$ cat src/design/lih_pkg.sv
// Shared constants, types and helper functions for the interval histogram.
package lih_pkg;

    // Field widths of the request, response and configuration beats.
    localparam int TS_W       = 63;
    localparam int BUCKET_W   = 4;
    localparam int REPORT_W   = 32;
    localparam int BASE_W     = 32;
    localparam int THR_W      = 64;

    // Default configuration of the block.
    localparam int NUM_BUCKETS_DEF = 10;
    localparam int COUNT_WIDTH_DEF = 32;
    localparam logic [BASE_W-1:0] BASE_RESET = 32'd1000000000;

    // Request types.
    localparam logic REQ_EVENT = 1'b0;
    localparam logic REQ_READ  = 1'b1;

    // Values broadcast from the top level to every bucket cell.
    typedef struct packed {
        logic              fire;   // an event beat is accepted this cycle
        logic              armed;  // event request whose timestamp is not behind
        logic [TS_W-1:0]   delta;  // time since the last recorded event
        logic [BASE_W-1:0] base;   // smallest bucket interval
    } bcast_t;

    // Status returned by each bucket cell.
    typedef struct packed {
        logic                win;          // this cell takes the current event
        logic [REPORT_W-1:0] report_now;   // reported count before the event
        logic [REPORT_W-1:0] report_next;  // reported count after an increment
    } cell_stat_t;

    // Clamp a counter value to the width of the response count field.
    function automatic logic [REPORT_W-1:0] report_count(input logic [63:0] c);
        logic [REPORT_W-1:0] r;
        if (c[63:REPORT_W] != '0)
        begin
            r = '1;
        end
        else
        begin
            r = c[REPORT_W-1:0];
        end
        return r;
    endfunction

endpackage

$ cat src/design/lih_req_if.sv
// Request channel: event timestamps and bucket reads.
interface lih_req_if;
    logic                        valid;
    logic                        ready;
    logic                        req_type;
    logic [lih_pkg::TS_W-1:0]     timestamp_ns;
    logic [lih_pkg::BUCKET_W-1:0] read_bucket;

    modport source (output valid, output req_type, output timestamp_ns,
                    output read_bucket, input ready);
    modport sink   (input valid, input req_type, input timestamp_ns,
                    input read_bucket, output ready);
endinterface

$ cat src/design/lih_rsp_if.sv
// Response channel: one result beat per request.
interface lih_rsp_if;
    logic                         valid;
    logic                         ready;
    logic                         recorded;
    logic [lih_pkg::BUCKET_W-1:0] bucket_index;
    logic [lih_pkg::REPORT_W-1:0] bucket_count;

    modport source (output valid, output recorded, output bucket_index,
                    output bucket_count, input ready);
    modport sink   (input valid, input recorded, input bucket_index,
                    input bucket_count, output ready);
endinterface

$ cat src/design/lih_cfg_if.sv
// Configuration write channel for the base interval register.
interface lih_cfg_if;
    logic                       valid;
    logic                       ready;
    logic [lih_pkg::BASE_W-1:0] data;

    modport source (output valid, output data, input ready);
    modport sink   (input valid, input data, output ready);
endinterface

$ cat src/design/lih_cell.sv
// One histogram bucket: threshold compare, priority link and saturating counter.
module lih_cell #(
    parameter int COUNT_WIDTH = lih_pkg::COUNT_WIDTH_DEF,
    parameter int BUCKET      = 0
) (
    input  logic                clk,
    input  logic                rst_n,
    input  lih_pkg::bcast_t     bc,
    input  logic                above_in,
    output logic                above_out,
    output lih_pkg::cell_stat_t stat
);

    logic [COUNT_WIDTH-1:0]     count_reg;
    logic [COUNT_WIDTH-1:0]     count_next;
    logic [COUNT_WIDTH-1:0]     count_inc;
    logic [lih_pkg::THR_W-1:0]  thr;
    logic                       hit;
    logic                       win;

    // Bucket threshold is the base interval doubled once per bucket position.
    assign thr = lih_pkg::THR_W'(bc.base) << BUCKET;
    assign hit = bc.armed && ({1'b0, bc.delta} >= thr);

    // A higher bucket that hits takes priority over this one.
    assign win       = hit && !above_in;
    assign above_out = above_in || hit;

    // Saturating increment.
    assign count_inc  = (count_reg == '1) ? count_reg
                      : count_reg + {{(COUNT_WIDTH-1){1'b0}}, 1'b1};
    assign count_next = (bc.fire && win) ? count_inc : count_reg;

    always_ff @(posedge clk or negedge rst_n)
    begin
        if (!rst_n)
        begin
            count_reg <= '0;
        end
        else
        begin
            count_reg <= count_next;
        end
    end

    assign stat.win         = win;
    assign stat.report_now  = lih_pkg::report_count(64'(count_reg));
    assign stat.report_next = lih_pkg::report_count(64'(count_inc));

endmodule

$ cat src/design/log2_interval_histogram.sv
// Top level: log2 activity interval histogram built from a row of bucket cells.
// A request beat yields its response beat in the cycle after it is accepted, from the output register.
// Throughput: one request per cycle while the response side is ready; the combinational path is the timestamp subtract,
// the per-cell threshold compares and the priority link through the row of cells.
// Reset clears all bucket counters and the stored event time, and loads the base
// interval with one second; the block accepts requests in the first cycle after reset.
module log2_interval_histogram #(
    parameter int NUM_BUCKETS = lih_pkg::NUM_BUCKETS_DEF,
    parameter int COUNT_WIDTH = lih_pkg::COUNT_WIDTH_DEF
) (
    input  logic      clk,
    input  logic      rst_n,
    lih_req_if.sink   req,
    lih_rsp_if.source rsp,
    lih_cfg_if.sink   cfg
);

    localparam int SEL_W = 6;

    logic [lih_pkg::BASE_W-1:0]   base_reg;
    logic [lih_pkg::TS_W-1:0]     last_reg;
    logic [lih_pkg::TS_W-1:0]     last_next;
    logic                         rsp_valid_reg;
    logic                         recorded_reg;
    logic [lih_pkg::BUCKET_W-1:0] index_reg;
    logic [lih_pkg::REPORT_W-1:0] count_reg;

    logic                         accept;
    logic                         ts_ok;
    lih_pkg::bcast_t              bc;
    logic [NUM_BUCKETS:0]         above;
    lih_pkg::cell_stat_t          stat [NUM_BUCKETS];

    logic [lih_pkg::BUCKET_W-1:0] win_index;
    logic [lih_pkg::REPORT_W-1:0] win_count;
    logic [lih_pkg::REPORT_W-1:0] rd_count;
    logic                         recorded_next;
    logic [lih_pkg::BUCKET_W-1:0] index_next;
    logic [lih_pkg::REPORT_W-1:0] count_next;

    // Configuration writes are always taken.
    assign cfg.ready = 1'b1;

    // A new beat enters while the output register is empty or being drained.
    assign req.ready = !rsp_valid_reg || rsp.ready;
    assign accept    = req.valid && req.ready;

    // Interval since the last recorded event, broadcast to all cells.
    assign ts_ok    = req.timestamp_ns >= last_reg;
    assign bc.armed = (req.req_type == lih_pkg::REQ_EVENT) && ts_ok;
    assign bc.fire  = accept && (req.req_type == lih_pkg::REQ_EVENT);
    assign bc.delta = req.timestamp_ns - last_reg;
    assign bc.base  = base_reg;

    // Priority link runs from the highest bucket down to bucket zero.
    assign above[NUM_BUCKETS] = 1'b0;

    for (genvar g = 0; g < NUM_BUCKETS; g++)
    begin : g_cell
        lih_cell #(
            .COUNT_WIDTH (COUNT_WIDTH),
            .BUCKET      (g)
        ) u_cell (
            .clk       (clk),
            .rst_n     (rst_n),
            .bc        (bc),
            .above_in  (above[g+1]),
            .above_out (above[g]),
            .stat      (stat[g])
        );
    end

    // Gather the winning bucket and the bucket being read; at most one cell matches.
    always_comb
    begin
        win_index = '0;
        win_count = '0;
        rd_count  = '0;
        for (int i = 0; i < NUM_BUCKETS; i++)
        begin
            if (stat[i].win)
            begin
                win_index = win_index | lih_pkg::BUCKET_W'(i);
                win_count = win_count | stat[i].report_next;
            end
            if ({{(SEL_W-lih_pkg::BUCKET_W){1'b0}}, req.read_bucket} == SEL_W'(i))
            begin
                rd_count = rd_count | stat[i].report_now;
            end
        end
    end

    // Response payload for the current request.
    always_comb
    begin
        recorded_next = 1'b0;
        index_next    = '0;
        count_next    = '0;
        last_next     = last_reg;
        if (req.req_type == lih_pkg::REQ_READ)
        begin
            index_next = req.read_bucket;
            count_next = rd_count;
        end
        else if (above[0])
        begin
            recorded_next = 1'b1;
            index_next    = win_index;
            count_next    = win_count;
            last_next     = req.timestamp_ns;
        end
    end

    // Control state: base interval, stored event time and response valid.
    always_ff @(posedge clk or negedge rst_n)
    begin
        if (!rst_n)
        begin
            base_reg      <= lih_pkg::BASE_RESET;
            last_reg      <= '0;
            rsp_valid_reg <= 1'b0;
        end
        else
        begin
            if (cfg.valid && cfg.ready)
            begin
                base_reg <= cfg.data;
            end
            if (accept)
            begin
                last_reg      <= last_next;
                rsp_valid_reg <= 1'b1;
            end
            else if (rsp.ready)
            begin
                rsp_valid_reg <= 1'b0;
            end
        end
    end

    // Response payload register.
    always_ff @(posedge clk)
    begin
        if (accept)
        begin
            recorded_reg <= recorded_next;
            index_reg    <= index_next;
            count_reg    <= count_next;
        end
    end

    assign rsp.valid        = rsp_valid_reg;
    assign rsp.recorded     = recorded_reg;
    assign rsp.bucket_index = index_reg;
    assign rsp.bucket_count = count_reg;

endmodule

$ cat src/flat_wrapper.sv
// flat-port wrapper written by rule: the top's interface ports become plain ports
module log2_interval_histogram_flat 
#(
    parameter int NUM_BUCKETS = lih_pkg::NUM_BUCKETS_DEF,
    parameter int COUNT_WIDTH = lih_pkg::COUNT_WIDTH_DEF
)
  (clk, rst_n, req_valid, req_req_type, req_timestamp_ns, req_read_bucket, req_ready, rsp_valid, rsp_recorded, rsp_bucket_index, rsp_bucket_count, rsp_ready, cfg_valid, cfg_data, cfg_ready);
  lih_req_if req_i ();
  lih_rsp_if rsp_i ();
  lih_cfg_if cfg_i ();
  input  logic clk;
  input  logic rst_n;
  input wire logic [$bits(req_i.valid)-1:0] req_valid;
  input wire logic [$bits(req_i.req_type)-1:0] req_req_type;
  input wire logic [$bits(req_i.timestamp_ns)-1:0] req_timestamp_ns;
  input wire logic [$bits(req_i.read_bucket)-1:0] req_read_bucket;
  output wire logic [$bits(req_i.ready)-1:0] req_ready;
  output wire logic [$bits(rsp_i.valid)-1:0] rsp_valid;
  output wire logic [$bits(rsp_i.recorded)-1:0] rsp_recorded;
  output wire logic [$bits(rsp_i.bucket_index)-1:0] rsp_bucket_index;
  output wire logic [$bits(rsp_i.bucket_count)-1:0] rsp_bucket_count;
  input wire logic [$bits(rsp_i.ready)-1:0] rsp_ready;
  input wire logic [$bits(cfg_i.valid)-1:0] cfg_valid;
  input wire logic [$bits(cfg_i.data)-1:0] cfg_data;
  output wire logic [$bits(cfg_i.ready)-1:0] cfg_ready;
  assign req_i.valid = req_valid;
  assign req_i.req_type = req_req_type;
  assign req_i.timestamp_ns = req_timestamp_ns;
  assign req_i.read_bucket = req_read_bucket;
  assign req_ready = req_i.ready;
  assign rsp_valid = rsp_i.valid;
  assign rsp_recorded = rsp_i.recorded;
  assign rsp_bucket_index = rsp_i.bucket_index;
  assign rsp_bucket_count = rsp_i.bucket_count;
  assign rsp_i.ready = rsp_ready;
  assign cfg_i.valid = cfg_valid;
  assign cfg_i.data = cfg_data;
  assign cfg_ready = cfg_i.ready;
  log2_interval_histogram #(.NUM_BUCKETS(NUM_BUCKETS), .COUNT_WIDTH(COUNT_WIDTH)) u_core (.clk(clk), .rst_n(rst_n), .req(req_i), .rsp(rsp_i), .cfg(cfg_i));
endmodule
$ cat config.mk
export PLATFORM = sky130hd
export DESIGN_NAME = log2_interval_histogram_flat
export DESIGN_NICKNAME = d
export VERILOG_FILES = /design/src/design/lih_pkg.sv /design/src/design/lih_req_if.sv /design/src/design/lih_rsp_if.sv /design/src/design/lih_cfg_if.sv /design/src/design/lih_cell.sv /design/src/design/log2_interval_histogram.sv /design/src/flat_wrapper.sv
export SDC_FILE = /design/constraint.sdc
export NUM_CORES = 2
export LEC_CHECK = 0
export ABC_CLOCK_PERIOD_IN_PS = 9490
export BUFFER_PORTS_ARGS = -buffer_cell sky130_fd_sc_hd__buf_2
export CORE_ASPECT_RATIO = 0.75
export CORE_MARGIN = 5
export CORE_UTILIZATION = 50
export CTS_BUF_LIST = sky130_fd_sc_hd__clkbuf_4
export DETAILED_ROUTE_END_ITERATION = 6
export GPL_TIMING_DRIVEN = 1
export MAX_ROUTING_LAYER = met4
export PLACE_DENSITY = 0.67
export SLEW_MARGIN = 0
export SYNTH_ARGS = -nofsm -noshare
export SYNTH_HDL_FRONTEND = slang
export SYNTH_SLANG_ARGS = --single-unit
$ cat constraint.sdc
create_clock -name clk -period 9.49 [get_ports clk]
set_clock_uncertainty 0.1 [all_clocks]
set_input_delay 0.949 -clock clk [delete_from_list [all_inputs] [get_ports clk]]
set_output_delay 0.949 -clock clk [all_outputs]
set_load 0.01 [all_outputs]
==> impl_metrics.tcl <==
set metrics [dict create \
    total_power_uw 11700 \
    top_layer "met4" \
    antenna_found_initial 10 \
    cpLargestDelayFamily "compound AO/OA/AOI/OAI gates" \
    place_hpwl_mm 122 \
    cts-resized-gates 0 \
    grt_overflow 0 \
    wl_met1_mm 71.3 \
    finalSetupViolations 0 \
    cap_violations 0 \
    min_to "u_core.rsp.valid" \
    yosys.area.top_type "dfrtp_1" \
    io_buffers 143 \
    hp-start "req_valid" \
    first_iter_violations 5187 \
    vias 38300 \
    synth_area_leaders "dfrtp_1 25%, ha_1 12%, xnor2_1 7.5%, xor2_1 6.8%, nand2_1 4.7%" \
    viasPerCell 6.44 \
    r2r_slack_ps 1640 \
    power.leakage_uw 0.0194 \
    setup_ws_ps 1640 \
    synth_sequential_area_ratio 0.288 \
    report.final.slew_viol_count 0 \
    io_pins 145 \
    outcome "finished with violations" \
    clock-root-buffer "clkbuf_4" \
    powerDensity_nw_per_um2 268 \
    finish.instance_area_sq_um 43600 \
    initial_core_util 0.507 \
    yosys_warnings 0 \
    dr.pass1.iters 7 \
    violations "design-rule violations" \
    ys.flop_type "dfrtp_1" \
    synth_most_common_cell "nand2_1" \
    rsz0062_at_grt "false" \
    r2r.worst_path.cells 27 \
    yosysUniqueCellTypes 101 \
    clock_sinks 453 \
    place.gp.congestion 1.07 \
    die_area_sq_um 85800 \
    synth_top_area_share 0.252 \
    place_area_sq_um 42000 \
    path_buf_inv 4 \
    crit_arrival_ps 8560 \
    cts_max_path_buffers 3 \
    fillers 7523 \
    max-slew-margin-rel 0.222 \
    r2r_end "u_core.last_reg[48]" \
    grt_max_degree 91 \
    syn_to_final_growth_pct 9.02 \
    wl_mm 157 \
    drc_errors 4 \
    synth.avg_cell_area_sq_um 8.60 \
    antenna_left 0 \
    route.met3.wl_mm 26.8 \
    clk_latency_ps 1010 \
    wl_met2_mm 55.9 \
    largest_register_ffs 320 \
    syn_area_sq_um 40000 \
    final.period_utilization 0.828 \
    final_layout_size_suffix_gt1_frac 0.124 \
    hold_depth 2 \
    cp-end-kind "register" \
    max_freq_mhz 127 \
    grt_pass1_vias 35200 \
    cp_max_fo 27 \
    dieWidth_um 337 \
    pre_cts_ws_ps 715 \
    whs_ps 61.0 \
    synth_common_cells "502 x nand2_1, 403 x dfrtp_1, 393 x ha_1, 343 x nor2_1, 341 x xnor2_1" \
    r2r_start "u_core.last_reg[0]" \
    htree_levels 3 \
    core_sq_um 79000 \
    synthCells 4653 \
    syn_nets 5152 \
    peakVddDrop_mv 0.159 \
    ys_ff_latch 453 \
    tightest_slew_ps 1160 \
    grt_pass1_wl_mm 231 \
    grt_usage 0.368 \
    die_h_um 255 \
    critPathSlowestCell "o31ai_1" \
    cts_tree "done" \
    finalHoldViolCount 0 \
    cpPeakStageDelay_ps 590 \
    fin_tns_setup_ps 0 \
    path_clk_slew_ps 60 \
    synthArstFlopShare 0.918 \
    synth_enable_flop_cells 37 \
    avgRoutedWirePerCell_um 26.4 \
    setup.worst_path.start_class "register" \
    fin_nets 5302 \
    cts_buffers 119 \
    fin_crit_ps 7850 \
    worstSetupPathType "register to register" \
    cp.required_ps 10200 \
    min_path_type "input pin to register" \
    rows 89 \
]
-- layout make-up --
type	count	area, sq um	area share
Sequential cell	453	11500	0.265
Inverter	152	571	0.0131
Timing Repair Buffer	249	1540	0.0353
Clock buffer	179	1340	0.0308
Antenna cell	10	25.0	0.000574
Tap cell	1046	1310	0.0300
Clock inverter	33	170	0.00390
Multi-Input combinational cell	3828	27100	0.622
-- worst max-delay path by stage --
stage / startpoint / end / slack (ps) / depth (start not counted)
final: u_core.last_reg[0] / u_core.last_reg[48] / 1640 / 27
after detailed placement: req_timestamp_ns[0] / u_core.rsp.bucket_count[19] / 710 / 28
after floorplan: req_timestamp_ns[16] / u_core.last_reg[10] / 2280 / 22
after global placement: req_timestamp_ns[0] / u_core.rsp.bucket_count[19] / 790 / 28
after CTS: u_core.last_reg[0] / u_core.rsp.bucket_count[19] / 1460 / 26
after global routing: u_core.last_reg[0] / u_core.last_reg[48] / 1290 / 27
-- logic make-up after synthesis --
family	synth area share
flip-flops	0.288
other	0.0000938
XOR/XNOR	0.143
adder cells (fa/ha/maj)	0.123
AND/OR/NAND/NOR	0.213
multiplexers	0.0250
AO/OA/AOI/OAI	0.171
buffers and inverters	0.0365
-- repair_timing --
action	4_1_cts	5_1_grt
endpoints found under the hold margin	87	0
setup buffers	0	0
hold buffers	3	0
-- metrics by stage --
stage,util,instances
3_5_place_dp,0.532,5724
5_1_grt,0.552,5947
2_1_floorplan,-,4653
6_report,0.552,5950
4_1_cts,0.552,5939
3_3_place_gp,0.532,5724
-- cell usage in the layout (no fill, tap or decap), drive strengths merged, types with 42 or more instances in the layout --
| cell | netlist | final |
|---|---|---|
| a21o | 85 | 85 |
| and3 | 83 | 83 |
| buf | 45 | 245 |
| or3 | 45 | 45 |
| nand4 | 146 | 146 |
| a22oi | 114 | 114 |
| a21oi | 204 | 204 |
| inv | 152 | 156 |
| nand3 | 190 | 190 |
| dfrtp | 403 | 403 |
| and4 | 42 | 42 |
| o21ai | 167 | 167 |
| o211ai | 45 | 45 |
| nor4 | 54 | 54 |
| clkbuf | 175 | 180 |
| nand2 | 503 | 503 |
| ha | 393 | 393 |
| xnor2 | 341 | 341 |
| nor2 | 343 | 343 |
| xor2 | 310 | 310 |
| mux2 | 79 | 79 |
| a22o | 58 | 58 |
| a221oi | 55 | 55 |
| nor3 | 147 | 147 |
-- power breakdown --
group	leakage [uW]	switching, uW	internal (uW)	total, uW
clock	0.000911	918	884	1800
combinational	0.0126	4770	2910	7680
sequential	0.00594	95.4	2130	2220
-- routing by layer --
layer  up-vias  track usage
li1      17400            -
met1     18400        0.550
met2      2304        0.436
met3       250        0.180
met4         0       0.0697
met5         -            -
Power figures use the tool's default switching activity.
